## src/rtl/core/gkt_pkg.sv

```systemverilog
// Shared types, constants and key binding tables of the gamepad key translator.
`default_nettype none
package gkt_pkg;

    localparam int BUTTONS     = 17;
    localparam int AXIS_SRC    = 6;
    localparam int SRC_N       = AXIS_SRC + BUTTONS;
    localparam int IDX_W       = $clog2(SRC_N);
    localparam int KEY_CODES   = 256;
    localparam int KEY_W       = $clog2(KEY_CODES);
    localparam int CNT_W       = 3;
    localparam int MAX_EVENTS  = 40;
    localparam int EVCNT_W     = $clog2(MAX_EVENTS + 1);
    localparam int CFG_IDX_W   = 2;
    localparam int CFG_DATA_W  = 16;
    localparam int AXIS_LEV_W  = 15;
    localparam int TRIG_LEV_W  = 16;

    localparam logic [CNT_W-1:0] HOLD_MAX = 3'd7;

    localparam logic [AXIS_LEV_W-1:0] AXIS_PRESS_RST    = 15'd11469;
    localparam logic [AXIS_LEV_W-1:0] AXIS_RELEASE_RST  = 15'd8192;
    localparam logic [TRIG_LEV_W-1:0] TRIG_PRESS_RST    = 16'd11469;
    localparam logic [TRIG_LEV_W-1:0] TRIG_RELEASE_RST  = 16'd8192;

    localparam logic [CFG_IDX_W-1:0] CFG_AXIS_PRESS   = 2'd0;
    localparam logic [CFG_IDX_W-1:0] CFG_AXIS_RELEASE = 2'd1;
    localparam logic [CFG_IDX_W-1:0] CFG_TRIG_PRESS   = 2'd2;
    localparam logic [CFG_IDX_W-1:0] CFG_TRIG_RELEASE = 2'd3;

    localparam logic CMD_FRAME      = 1'b0;
    localparam logic CMD_DISCONNECT = 1'b1;

    localparam logic [KEY_W-1:0] K_NONE      = 8'h00;
    localparam logic [KEY_W-1:0] K_RIGHT     = 8'hAE;
    localparam logic [KEY_W-1:0] K_LEFT      = 8'hAC;
    localparam logic [KEY_W-1:0] K_UP        = 8'hAD;
    localparam logic [KEY_W-1:0] K_DOWN      = 8'hAF;
    localparam logic [KEY_W-1:0] K_STRAFE_L  = 8'hA0;
    localparam logic [KEY_W-1:0] K_STRAFE_R  = 8'hA1;
    localparam logic [KEY_W-1:0] K_USE       = 8'hA2;
    localparam logic [KEY_W-1:0] K_FIRE      = 8'hA3;
    localparam logic [KEY_W-1:0] K_ESC       = 8'd27;
    localparam logic [KEY_W-1:0] K_ENTER     = 8'd13;
    localparam logic [KEY_W-1:0] K_TAB       = 8'd9;
    localparam logic [KEY_W-1:0] K_BACKSPACE = 8'h7F;
    localparam logic [KEY_W-1:0] K_RSHIFT    = 8'hB6;
    localparam logic [KEY_W-1:0] K_LALT      = 8'hB8;

    typedef enum logic [3:0] {
        ST_CLR,
        ST_IDLE,
        ST_DECIDE,
        ST_SRC,
        ST_RD,
        ST_UPD,
        ST_ADV,
        ST_SW_RD,
        ST_SW_LD,
        ST_SW_EM,
        ST_FLUSH
    } state_t;

    typedef struct packed {
        logic capture;
        logic set_active;
        logic rel_mode;
        logic idx_clr;
        logic idx_inc;
        logic src_apply;
        logic key_rd;
        logic key_upd;
        logic sw_rd;
        logic sw_load;
        logic sw_step;
        logic sw_next;
        logic addr_clr;
        logic flush;
    } dp_cmd_t;

    typedef struct packed {
        logic rel_needed;
        logic frame_go;
        logic idx_last;
        logic src_op;
        logic cnt_zero;
        logic addr_last;
        logic ev_ok;
        logic upd_emits;
    } dp_stat_t;

    function automatic logic [KEY_W-1:0] neg_key(input logic [1:0] i);
        logic [KEY_W-1:0] k;
        unique case (i)
            2'd0:    k = K_STRAFE_L;
            2'd1:    k = K_UP;
            2'd2:    k = K_LEFT;
            default: k = K_NONE;
        endcase
        return k;
    endfunction

    function automatic logic [KEY_W-1:0] pos_key(input logic [1:0] i);
        logic [KEY_W-1:0] k;
        unique case (i)
            2'd0:    k = K_STRAFE_R;
            2'd1:    k = K_DOWN;
            2'd2:    k = K_RIGHT;
            default: k = K_NONE;
        endcase
        return k;
    endfunction

    function automatic logic [KEY_W-1:0] trig_key(input logic t);
        return t ? K_FIRE : K_LALT;
    endfunction

    function automatic logic [KEY_W-1:0] button_key(input logic [4:0] b);
        logic [KEY_W-1:0] k;
        unique case (b)
            5'd0:    k = K_USE;
            5'd1:    k = K_BACKSPACE;
            5'd2:    k = K_ENTER;
            5'd3:    k = K_TAB;
            5'd4:    k = K_RSHIFT;
            5'd5:    k = K_LALT;
            5'd8:    k = K_TAB;
            5'd9:    k = K_ESC;
            5'd10:   k = K_RSHIFT;
            5'd11:   k = K_FIRE;
            5'd12:   k = K_UP;
            5'd13:   k = K_DOWN;
            5'd14:   k = K_LEFT;
            5'd15:   k = K_RIGHT;
            default: k = K_NONE;
        endcase
        return k;
    endfunction

endpackage
`default_nettype wire

```

## src/rtl/core/gamepad_to_key_event_translator.sv

```systemverilog
// Top level of the gamepad to key event translator.
// Operation: a frame walks the 23 sources, with a hold-count update for each key that
//   changes; a pad change or disconnect adds a release walk of the sources and a
//   256-entry sweep of the hold counts that emits a release for each count still held.
// Throughput: one item at a time; the next is taken once the last event is queued.
// Reset (aresetn low, synchronous) clears held state, sets no active pad, and
//   starts a pass zeroing all 256 hold counts; s_ready stays low until done.
`default_nettype none
module gamepad_to_key_event_translator #(
    parameter int PADS = 4
) (
    input  wire logic               aclk,
    input  wire logic               aresetn,
    // configuration write port
    input  wire logic               cfg_wr_en,
    input  wire logic [1:0]         cfg_index,
    input  wire logic [15:0]        cfg_wr_data,
    // input items
    input  wire logic               s_valid,
    output      logic               s_ready,
    input  wire logic               s_cmd,
    input  wire logic signed [2:0]  s_pad_index,
    input  wire logic [1:0]         s_axis_count,
    input  wire logic [4:0]         s_button_count,
    input  wire logic signed [15:0] s_stick_left_x,
    input  wire logic signed [15:0] s_stick_left_y,
    input  wire logic signed [15:0] s_stick_right_x,
    input  wire logic [16:0]        s_button_bits,
    input  wire logic [15:0]        s_left_trigger_level,
    input  wire logic [15:0]        s_right_trigger_level,
    // key events
    output      logic               m_valid,
    input  wire logic               m_ready,
    output      logic               m_key_pressed,
    output      logic [7:0]         m_key_code,
    output      logic               m_last
);
    gkt_pkg::dp_cmd_t  cmd;
    gkt_pkg::dp_stat_t stat;

    // Sequencer: clearing pass, pad decision, source walk, release sweep, flush.
    gkt_ctrl u_ctrl (
        .aclk    (aclk),
        .aresetn (aresetn),
        .s_valid (s_valid),
        .s_ready (s_ready),
        .cmd     (cmd),
        .stat    (stat)
    );

    // Datapath: thresholds, held flags, hold-count RAM, event holding stage
    // and the output register that decouples the event consumer.
    gkt_datapath #(
        .PADS (PADS)
    ) u_dp (
        .aclk                  (aclk),
        .aresetn               (aresetn),
        .cfg_wr_en             (cfg_wr_en),
        .cfg_index             (cfg_index),
        .cfg_wr_data           (cfg_wr_data),
        .s_cmd                 (s_cmd),
        .s_pad_index           (s_pad_index),
        .s_axis_count          (s_axis_count),
        .s_button_count        (s_button_count),
        .s_stick_left_x        (s_stick_left_x),
        .s_stick_left_y        (s_stick_left_y),
        .s_stick_right_x       (s_stick_right_x),
        .s_button_bits         (s_button_bits),
        .s_left_trigger_level  (s_left_trigger_level),
        .s_right_trigger_level (s_right_trigger_level),
        .m_valid               (m_valid),
        .m_ready               (m_ready),
        .m_key_pressed         (m_key_pressed),
        .m_key_code            (m_key_code),
        .m_last                (m_last),
        .cmd                   (cmd),
        .stat                  (stat)
    );
endmodule
`default_nettype wire

```

## src/rtl/core/gkt_ram.sv

```systemverilog
// Generic single-write, single-read RAM with registered read data.
`default_nettype none
module gkt_ram #(
    parameter int WIDTH = 8,
    parameter int DEPTH = 256
) (
    input  wire logic                     aclk,
    input  wire logic                     we,
    input  wire logic [$clog2(DEPTH)-1:0] waddr,
    input  wire logic [WIDTH-1:0]         wdata,
    input  wire logic                     re,
    input  wire logic [$clog2(DEPTH)-1:0] raddr,
    output      logic [WIDTH-1:0]         rdata
);
    logic [WIDTH-1:0] mem_reg [DEPTH];

    always_ff @(posedge aclk) begin
        if (we) begin
            mem_reg[waddr] <= wdata;
        end
        if (re) begin
            rdata <= mem_reg[raddr];
        end
    end
endmodule
`default_nettype wire

```

## src/rtl/core/gkt_datapath.sv

```systemverilog
// Datapath: input capture, hysteresis evaluation, hold-count RAM and event output.
`default_nettype none
module gkt_datapath #(
    parameter int PADS = 4
) (
    input  wire logic                              aclk,
    input  wire logic                              aresetn,
    input  wire logic                              cfg_wr_en,
    input  wire logic [gkt_pkg::CFG_IDX_W-1:0]     cfg_index,
    input  wire logic [gkt_pkg::CFG_DATA_W-1:0]    cfg_wr_data,
    input  wire logic                              s_cmd,
    input  wire logic signed [2:0]                 s_pad_index,
    input  wire logic [1:0]                        s_axis_count,
    input  wire logic [4:0]                        s_button_count,
    input  wire logic signed [15:0]                s_stick_left_x,
    input  wire logic signed [15:0]                s_stick_left_y,
    input  wire logic signed [15:0]                s_stick_right_x,
    input  wire logic [16:0]                       s_button_bits,
    input  wire logic [15:0]                       s_left_trigger_level,
    input  wire logic [15:0]                       s_right_trigger_level,
    output      logic                              m_valid,
    input  wire logic                              m_ready,
    output      logic                              m_key_pressed,
    output      logic [7:0]                        m_key_code,
    output      logic                              m_last,
    input  wire gkt_pkg::dp_cmd_t                  cmd,
    output      gkt_pkg::dp_stat_t                 stat
);
    localparam int KW = gkt_pkg::KEY_W;
    localparam int CW = gkt_pkg::CNT_W;
    localparam int IW = gkt_pkg::IDX_W;
    localparam int EW = gkt_pkg::EVCNT_W;

    // status to the controller
    logic rel_needed, frame_go, idx_last, src_op;
    logic cnt_zero, addr_last, ev_ok, upd_emits;

    assign stat = '{rel_needed: rel_needed, frame_go: frame_go, idx_last: idx_last,
                    src_op: src_op, cnt_zero: cnt_zero, addr_last: addr_last,
                    ev_ok: ev_ok, upd_emits: upd_emits};

    // configuration
    logic [gkt_pkg::AXIS_LEV_W-1:0] axis_press_reg, axis_release_reg;
    logic [gkt_pkg::TRIG_LEV_W-1:0] trig_press_reg, trig_release_reg;

    always_ff @(posedge aclk) begin
        if (!aresetn) begin
            axis_press_reg   <= gkt_pkg::AXIS_PRESS_RST;
            axis_release_reg <= gkt_pkg::AXIS_RELEASE_RST;
            trig_press_reg   <= gkt_pkg::TRIG_PRESS_RST;
            trig_release_reg <= gkt_pkg::TRIG_RELEASE_RST;
        end else if (cfg_wr_en) begin
            unique case (cfg_index)
                gkt_pkg::CFG_AXIS_PRESS:   axis_press_reg   <= cfg_wr_data[14:0];
                gkt_pkg::CFG_AXIS_RELEASE: axis_release_reg <= cfg_wr_data[14:0];
                gkt_pkg::CFG_TRIG_PRESS:   trig_press_reg   <= cfg_wr_data;
                gkt_pkg::CFG_TRIG_RELEASE: trig_release_reg <= cfg_wr_data;
                default:                   trig_release_reg <= trig_release_reg;
            endcase
        end
    end

    // captured item
    logic               in_cmd_reg;
    logic signed [2:0]  in_pad_reg;
    logic [1:0]         in_axc_reg;
    logic [4:0]         in_btc_reg;
    logic signed [15:0] in_axis_reg [3];
    logic [16:0]        in_bits_reg;
    logic [15:0]        in_tlev_reg [2];

    always_ff @(posedge aclk) begin
        if (cmd.capture) begin
            in_cmd_reg     <= s_cmd;
            in_pad_reg     <= s_pad_index;
            in_axc_reg     <= s_axis_count;
            in_btc_reg     <= s_button_count;
            in_axis_reg[0] <= s_stick_left_x;
            in_axis_reg[1] <= s_stick_left_y;
            in_axis_reg[2] <= s_stick_right_x;
            in_bits_reg    <= s_button_bits;
            in_tlev_reg[0] <= s_left_trigger_level;
            in_tlev_reg[1] <= s_right_trigger_level;
        end
    end

    // pad decision
    logic signed [2:0] active_reg, active_next;
    logic              pad_ok;

    always_comb begin
        pad_ok = !in_pad_reg[2] && (int'({1'b0, in_pad_reg[1:0]}) < PADS);
        active_next = 3'sd0 - 3'sd1;
        rel_needed  = 1'b0;
        frame_go    = 1'b0;
        if (in_cmd_reg == gkt_pkg::CMD_DISCONNECT) begin
            rel_needed  = (in_pad_reg == active_reg);
            active_next = rel_needed ? (3'sd0 - 3'sd1) : active_reg;
        end else if (!pad_ok) begin
            rel_needed = (active_reg != (3'sd0 - 3'sd1));
        end else begin
            rel_needed  = (active_reg != in_pad_reg);
            frame_go    = 1'b1;
            active_next = in_pad_reg;
        end
    end

    always_ff @(posedge aclk) begin
        if (!aresetn) begin
            active_reg <= 3'sd0 - 3'sd1;
        end else if (cmd.set_active) begin
            active_reg <= active_next;
        end
    end

    // source walk
    logic [IW-1:0]  idx_reg;
    logic [5:0]     axis_held_reg;
    logic [1:0]     trig_held_reg;
    logic [16:0]    button_held_reg;
    logic [IW-1:0]  slot;
    logic [IW-1:0]  rj;
    logic [4:0]     b;
    logic [1:0]     ax;
    logic           was, now;
    logic [KW-1:0]  src_key;
    logic signed [16:0] v17, lev17;
    logic [15:0]    tlev, thr;
    logic           dig;

    always_comb begin
        // release order: axes, triggers, then the remaining buttons
        rj = idx_reg - IW'(gkt_pkg::AXIS_SRC);
        slot = idx_reg;
        if (cmd.rel_mode && idx_reg >= IW'(gkt_pkg::AXIS_SRC)) begin
            if (rj < IW'(2)) begin
                slot = rj + IW'(12);
            end else if (rj < IW'(8)) begin
                slot = rj + IW'(4);
            end else begin
                slot = idx_reg;
            end
        end
        b     = 5'(slot - IW'(gkt_pkg::AXIS_SRC));
        ax    = slot[2:1];
        v17   = '0;
        lev17 = '0;
        tlev  = '0;
        thr   = '0;
        dig   = (b < in_btc_reg) && in_bits_reg[b];
        if (slot < IW'(gkt_pkg::AXIS_SRC)) begin
            was   = axis_held_reg[slot[2:0]];
            v17   = (ax < in_axc_reg) ? 17'(in_axis_reg[ax]) : '0;
            lev17 = {2'b00, (was ? axis_release_reg : axis_press_reg)};
            now   = slot[0] ? (v17 > lev17) : (v17 < -lev17);
            src_key = slot[0] ? gkt_pkg::pos_key(ax) : gkt_pkg::neg_key(ax);
        end else if (b == 5'd6 || b == 5'd7) begin
            was     = trig_held_reg[b[0]];
            tlev    = (b < in_btc_reg) ? in_tlev_reg[b[0]] : '0;
            thr     = was ? trig_release_reg : trig_press_reg;
            now     = dig || (tlev > thr);
            src_key = gkt_pkg::trig_key(b[0]);
        end else begin
            was     = button_held_reg[b];
            now     = dig;
            src_key = gkt_pkg::button_key(b);
        end
        if (cmd.rel_mode) begin
            now = 1'b0;
        end
        src_op   = (was != now) && (src_key != gkt_pkg::K_NONE);
        idx_last = (idx_reg == IW'(gkt_pkg::SRC_N - 1));
    end

    logic [KW-1:0] op_key_reg;
    logic          op_down_reg;

    always_ff @(posedge aclk) begin
        if (!aresetn) begin
            idx_reg         <= '0;
            axis_held_reg   <= '0;
            trig_held_reg   <= '0;
            button_held_reg <= '0;
        end else begin
            if (cmd.idx_clr) begin
                idx_reg <= '0;
            end else if (cmd.idx_inc) begin
                idx_reg <= idx_reg + IW'(1);
            end
            if (cmd.src_apply) begin
                if (slot < IW'(gkt_pkg::AXIS_SRC)) begin
                    axis_held_reg[slot[2:0]] <= now;
                end else if (b == 5'd6 || b == 5'd7) begin
                    trig_held_reg[b[0]] <= now;
                end else begin
                    button_held_reg[b] <= now;
                end
            end
        end
    end

    always_ff @(posedge aclk) begin
        if (cmd.src_apply) begin
            op_key_reg  <= src_key;
            op_down_reg <= now;
        end
    end

    // hold counts
    logic [KW-1:0] addr_reg;
    logic [CW-1:0] cnt_reg;
    logic [CW-1:0] rd_data, new_cnt;
    logic          ram_we, ram_re;
    logic [KW-1:0] ram_waddr, ram_raddr;
    logic [CW-1:0] ram_wdata;

    always_comb begin
        if (op_down_reg) begin
            upd_emits = (rd_data == '0);
            new_cnt = (rd_data == gkt_pkg::HOLD_MAX) ? rd_data : rd_data + CW'(1);
        end else begin
            upd_emits = (rd_data == CW'(1));
            new_cnt = (rd_data == '0) ? rd_data : rd_data - CW'(1);
        end
        ram_we    = cmd.key_upd || cmd.sw_next;
        ram_waddr = cmd.key_upd ? op_key_reg : addr_reg;
        ram_wdata = cmd.key_upd ? new_cnt : '0;
        ram_re    = cmd.key_rd || cmd.sw_rd;
        ram_raddr = cmd.key_rd ? op_key_reg : addr_reg;
        cnt_zero  = (cnt_reg == '0);
        addr_last = (addr_reg == KW'(gkt_pkg::KEY_CODES - 1));
    end

    gkt_ram #(
        .WIDTH (CW),
        .DEPTH (gkt_pkg::KEY_CODES)
    ) u_count_ram (
        .aclk  (aclk),
        .we    (ram_we),
        .waddr (ram_waddr),
        .wdata (ram_wdata),
        .re    (ram_re),
        .raddr (ram_raddr),
        .rdata (rd_data)
    );

    always_ff @(posedge aclk) begin
        if (!aresetn) begin
            addr_reg <= '0;
        end else if (cmd.addr_clr) begin
            addr_reg <= '0;
        end else if (cmd.sw_next) begin
            addr_reg <= addr_reg + KW'(1);
        end
    end

    always_ff @(posedge aclk) begin
        if (cmd.sw_load) begin
            cnt_reg <= rd_data;
        end else if (cmd.sw_step) begin
            cnt_reg <= cnt_reg - CW'(1);
        end
    end

    // events: one held back so the final one can carry the last flag
    logic                           pend_valid_reg;
    logic                           pend_pressed_reg;
    logic [KW-1:0]                  pend_code_reg;
    logic [EW-1:0]                  ev_cnt_reg;
    logic                           m_valid_reg;
    logic                           ev_push, ev_take, ev_pressed, out_free, out_load;
    logic [KW-1:0]                  ev_code;

    always_comb begin
        ev_push    = (cmd.key_upd && upd_emits) || cmd.sw_step;
        ev_take    = ev_push && (ev_cnt_reg < EW'(gkt_pkg::MAX_EVENTS));
        ev_pressed = cmd.key_upd ? op_down_reg : 1'b0;
        ev_code    = cmd.key_upd ? op_key_reg : addr_reg;
        out_free   = !m_valid_reg || m_ready;
        ev_ok      = !pend_valid_reg || out_free;
        out_load   = pend_valid_reg && (ev_take || cmd.flush);
    end

    always_ff @(posedge aclk) begin
        if (!aresetn) begin
            pend_valid_reg <= 1'b0;
            ev_cnt_reg     <= '0;
            m_valid_reg    <= 1'b0;
        end else begin
            if (cmd.flush) begin
                pend_valid_reg <= 1'b0;
                ev_cnt_reg     <= '0;
            end else if (ev_take) begin
                pend_valid_reg <= 1'b1;
                ev_cnt_reg     <= ev_cnt_reg + EW'(1);
            end
            if (out_load) begin
                m_valid_reg <= 1'b1;
            end else if (m_ready) begin
                m_valid_reg <= 1'b0;
            end
        end
    end

    always_ff @(posedge aclk) begin
        if (ev_take) begin
            pend_pressed_reg <= ev_pressed;
            pend_code_reg    <= ev_code;
        end
        if (out_load) begin
            m_key_pressed <= pend_pressed_reg;
            m_key_code    <= pend_code_reg;
            m_last        <= cmd.flush;
        end
    end

    assign m_valid = m_valid_reg;
endmodule
`default_nettype wire

```

## src/rtl/core/gkt_ctrl.sv

```systemverilog
// Controller state machine sequencing the translator datapath.
`default_nettype none
module gkt_ctrl (
    input  wire logic              aclk,
    input  wire logic              aresetn,
    input  wire logic              s_valid,
    output      logic              s_ready,
    output      gkt_pkg::dp_cmd_t  cmd,
    input  wire gkt_pkg::dp_stat_t stat
);
    gkt_pkg::state_t state_reg, state_next;
    logic            mode_reg, mode_next;

    always_ff @(posedge aclk) begin
        if (!aresetn) begin
            state_reg <= gkt_pkg::ST_CLR;
            mode_reg  <= 1'b0;
        end else begin
            state_reg <= state_next;
            mode_reg  <= mode_next;
        end
    end

    always_comb begin
        state_next   = state_reg;
        mode_next    = mode_reg;
        cmd          = '0;
        cmd.rel_mode = mode_reg;
        s_ready      = 1'b0;
        unique case (state_reg)
            gkt_pkg::ST_CLR: begin
                cmd.sw_next = 1'b1;
                if (stat.addr_last) begin
                    state_next = gkt_pkg::ST_IDLE;
                end
            end
            gkt_pkg::ST_IDLE: begin
                s_ready = 1'b1;
                if (s_valid) begin
                    cmd.capture = 1'b1;
                    state_next  = gkt_pkg::ST_DECIDE;
                end
            end
            gkt_pkg::ST_DECIDE: begin
                cmd.set_active = 1'b1;
                cmd.idx_clr    = 1'b1;
                cmd.addr_clr   = 1'b1;
                if (stat.rel_needed) begin
                    mode_next  = 1'b1;
                    state_next = gkt_pkg::ST_SRC;
                end else if (stat.frame_go) begin
                    mode_next  = 1'b0;
                    state_next = gkt_pkg::ST_SRC;
                end else begin
                    state_next = gkt_pkg::ST_FLUSH;
                end
            end
            gkt_pkg::ST_SRC: begin
                cmd.src_apply = 1'b1;
                state_next = stat.src_op ? gkt_pkg::ST_RD : gkt_pkg::ST_ADV;
            end
            gkt_pkg::ST_RD: begin
                cmd.key_rd = 1'b1;
                state_next = gkt_pkg::ST_UPD;
            end
            gkt_pkg::ST_UPD: begin
                if (!stat.upd_emits || stat.ev_ok) begin
                    cmd.key_upd = 1'b1;
                    state_next  = gkt_pkg::ST_ADV;
                end
            end
            gkt_pkg::ST_ADV: begin
                if (!stat.idx_last) begin
                    cmd.idx_inc = 1'b1;
                    state_next  = gkt_pkg::ST_SRC;
                end else if (mode_reg) begin
                    state_next = gkt_pkg::ST_SW_RD;
                end else begin
                    state_next = gkt_pkg::ST_FLUSH;
                end
            end
            gkt_pkg::ST_SW_RD: begin
                cmd.sw_rd  = 1'b1;
                state_next = gkt_pkg::ST_SW_LD;
            end
            gkt_pkg::ST_SW_LD: begin
                cmd.sw_load = 1'b1;
                state_next  = gkt_pkg::ST_SW_EM;
            end
            gkt_pkg::ST_SW_EM: begin
                if (stat.cnt_zero) begin
                    cmd.sw_next = 1'b1;
                    if (!stat.addr_last) begin
                        state_next = gkt_pkg::ST_SW_RD;
                    end else if (stat.frame_go) begin
                        cmd.idx_clr = 1'b1;
                        mode_next   = 1'b0;
                        state_next  = gkt_pkg::ST_SRC;
                    end else begin
                        state_next = gkt_pkg::ST_FLUSH;
                    end
                end else if (stat.ev_ok) begin
                    cmd.sw_step = 1'b1;
                end
            end
            gkt_pkg::ST_FLUSH: begin
                if (stat.ev_ok) begin
                    cmd.flush  = 1'b1;
                    state_next = gkt_pkg::ST_IDLE;
                end
            end
            default: begin
                state_next = gkt_pkg::ST_IDLE;
            end
        endcase
    end
endmodule
`default_nettype wire

```

## config.mk

```make
export PLATFORM = sky130hd
export DESIGN_NAME = gamepad_to_key_event_translator
export DESIGN_NICKNAME = d
export VERILOG_FILES = /design/src/rtl/core/gkt_pkg.sv /design/src/rtl/core/gamepad_to_key_event_translator.sv /design/src/rtl/core/gkt_ram.sv /design/src/rtl/core/gkt_datapath.sv /design/src/rtl/core/gkt_ctrl.sv
export SDC_FILE = /design/constraint.sdc
export NUM_CORES = 2
export LEC_CHECK = 0
export BUFFER_PORTS_ARGS = -buffer_cell sky130_fd_sc_hd__clkbuf_2
export CAP_MARGIN = 20
export CORE_MARGIN = 1.5
export CORE_UTILIZATION = 28
export CTS_CLUSTER_DIAMETER = 150
export DETAILED_ROUTE_END_ITERATION = 6
export PLACE_DENSITY = 0.42
export SLEW_MARGIN = 20
export SYNTH_ARGS = -nofsm -noshare
export SYNTH_HDL_FRONTEND = slang
export SYNTH_SLANG_ARGS = --single-unit
```

## constraint.sdc

```tcl
create_clock -name aclk -period 20.7 [get_ports aclk]
set_input_delay 2.07 -clock aclk [delete_from_list [all_inputs] [get_ports aclk]]
set_output_delay 2.07 -clock aclk [all_outputs]
set_load 0.005 [all_outputs]
```

==> results.yml <==
outcome:
  status: "complete, no violations"
timing:
  rsz0062_at_grt: "no"
  tns_ns: 0
  slew_violations: 0
  setup_ws_ns: 13.19
  hold_viol_final: 0
  hold_ws_ns: 0.381
  setup_viol: 0
  max-slew-margin-rel: 0.258
  min_period_ns: 7.51
  fin_skew_ns: 0.0872
  worst_pin_slew_ns: 1.11
  max_clock_freq_mhz: 133
  period_share: 0.363
die:
  die_w_um: 400
  ios: 143
  rows: 145
  die-area_mm2: 0.160
  initial_utilization: 0.283
  fp.dieH_um: 400
  core_area_mm2: 0.157
power_and_ir_drop:
  peakVddDrop_mv: 0.0701
  powerDensity_mw_per_mm2: 86.7
  power_leakage_nw: 18.5
worst_setup_path:
  slowest_delay_ns: 0.76
  reg2reg_slack_ns: 13.19
  crit_top_cell: "ha_1"
  crit_path_top_delay_cell: "nor3_4"
  path_cells: "ha_1 > xor2_2 > a31oi_1 > nor3_4 > buf_4 > inv_1 > ha_1 > inv_1 > ha_1 > a21o_1 > a21o_1 > a21o_1 > or2_2 > ha_1 > nor2b_1 > o2111ai_1 > nand4_1 > a22o_1 > nand3_1 > nand3_1 > a31oi_4 > nor3_4 > xor2_1 > o211ai_2"
  end_kind: "flip-flop"
  crit_family: "adder cells"
  critPathArrivalTime_ns: 8.05
  startpoint: "u_dp.idx_reg[1]$_SDFFE_PP0P_"
  path_buf_inv: 3
  worstPathRequired_ns: 21.24
  r2r-start: "u_dp.idx_reg[1]$_SDFFE_PP0P_"
  path_class: "reg2reg"
  critPathLaunchType: "flip-flop"
  crit_fanout: 36
placement:
  port_buffers: 142
  placed_cells: 5047
  finalWeightedCongestion: 0.751
  place_ws_ns: 13.15
  hpwl_mm: 72.3
clocking:
  htree_num_levels: 3
  cts_buffer_depth: 3
  cts.sinks: 1026
  numCtsBuffers: 114
  cts_tree: "yes"
  hold_buffers: 0
  clkTransAtPathRegs_ns: 0.06
  clockRootBuffer: "clkbuf_16"
  cts_resized: 0
  insertion_delay_ns: 0.75
  cts_setup_buffers: 0
global_route:
  grt.overflow.total: 0
  grt_pass1_vias: 26100
  grt_pass1_wl_mm: 173
  grt_usage: 0.142
  grt_antenna_before_repair: 2
  grt_max_degree: 229
layout:
  antennaDiodeCount: 0
  largest_reg_flops: 768
  area_growth_pct: 15.5
  finalNonFillerCells: 5258
  utilization: 0.326
  finalNetCount: 3315
  drive_gt1_frac: 0.187
synthesis:
  yosys.cell_types.count: 83
  ys_top_cells_by_area: "edfxtp_1 62%, mux4_2 10%, dfxtp_1 5.2%"
  synth_area_mm2: 0.0442
  synth_nets: 3189
  post-synth-top-area-fraction: 0.618
  synth_ff_type: "edfxtp_1"
  syn_area_per_cell_um2: 14.8
  ys_seq_elements: 1026
  synth_edf_count: 910
  synth-warning-count: 0
  netlist_instances: 2981
  seq_area_frac_synth: 0.670
  yosysTopAreaCell: "edfxtp_1"
  postSynth.asyncResetShare: 0
hold_path:
  hold_start: "u_dp.pend_code_reg[0]$_DFFE_PP_"
  hp-class: "reg2reg"
detailed_routing:
  antenna_left: 0
  vias: 25000
  drc: 0
  wl_mm: 116
  drt-pass1-iter-count: 5
  wl_per_cell_um: 22.0
  first_iter_violations: 1409
  vias_per_cell: 4.76
flow_run:
  drv_cap: 0
path summary, 6_finish.rpt:
path                                      end  depth (start not counted)
min reg2reg      u_dp.m_key_code[0]$_DFFE_PP_                          0
min              u_dp.m_key_code[0]$_DFFE_PP_                          0
max          u_ctrl.state_reg[1]$_SDFFE_PN0P_                         24
max reg2reg  u_ctrl.state_reg[1]$_SDFFE_PN0P_                         24
cell usage after synthesis, drive strengths merged, types with 7 or more instances:
cell      n
and3      9
nand2   342
dfxtp   116
nor3b     8
a21boi   50
nand2b   12
xnor2    15
a21o     10
a21oi    47
buf      58
nand3    60
clkbuf  118
a22oi    14
a31oi    39
a211oi   73
xor2     22
mux2      9
o21a      7
and2     57
nor2    378
nand4    21
edfxtp  910
o21ai    39
nor2b    35
ha       77
mux2i   106
nor3     18
or2       7
mux4    200
inv      33
a311oi    7
metal layers:
| layer | GRT usage | up-vias | wire length (um) |
|---|---|---|---|
| li1 | - | 11600 | - |
| met1 | 0.189 | 12800 | 52100 |
| met2 | 0.244 | 454 | 57400 |
| met3 | 0.0197 | 140 | 3910 |
| met4 | 0.0358 | 0 | 2370 |
| met5 | 0 | - | 0 |
worst reg2reg max path, stage by stage, from the launching register on:
cell and delay, ns:
dfxtp_1 0.60, ha_1 0.58, xor2_2 0.22, a31oi_1 0.15, nor3_4 0.20, buf_4 0.53
inv_1 0.36, ha_1 0.74, inv_1 0.42, ha_1 0.39, a21o_1 0.15, a21o_1 0.16
a21o_1 0.37, or2_2 0.38, ha_1 0.20, nor2b_1 0.11, o2111ai_1 0.11, nand4_1 0.11
a22o_1 0.19, nand3_1 0.08, nand3_1 0.16, a31oi_4 0.05, nor3_4 0.76, xor2_1 0.26
o211ai_2 0.09
cell usage in the layout, fill, tap and decap left out, drive strengths merged, types with 13 or more instances in the layout:
cell type,instances
a211oi,73
a21boi,50
a21oi,47
a22oi,14
a31oi,39
and2,57
buf,44
bufinv,13
clkbuf,291
clkinv,39
dfxtp,116
edfxtp,910
ha,77
inv,36
mux2i,106
mux4,200
nand2,342
nand3,60
nand4,21
nor2,378
nor2b,35
nor3,18
o21ai,39
xnor2,15
xor2,22
cell type report:
class                      instances  area (um^2)
clock buffer                     149         3010
clock inverter                    60          768
fill                           15300       105000
inverter                          33          124
multi-input combinational       1746        13800
sequential                      1026        29600
tap                             2058         2570
timing repair buffer             186         1130
where the power goes:
group          switching, mW  internal, mW  total [mW]
combinational         0.0945        0.0553       0.150
clock                  0.849          1.19        2.04
sequential           0.00479          2.23        2.24
per-stage QoR:
step	power (mW)	area [um^2]
6_report	4.43	51100
5_1_grt	4.57	51100
3_3_place_gp	2.43	47200
2_1_floorplan	2.37	44200
4_1_cts	4.49	51000
3_5_place_dp	2.43	47200
cell families after synthesis:
| logic type | synth area share |
|---|---|
| buffers and inverters | 0.0209 |
| AND/OR/NAND/NOR | 0.0969 |
| adder cells (fa/ha/maj) | 0.0220 |
| AO/OA/AOI/OAI | 0.0540 |
| XOR/XNOR | 0.00750 |
| flip-flops | 0.670 |
| multiplexers | 0.128 |
Note: power is estimated with default switching activity, not from simulation.
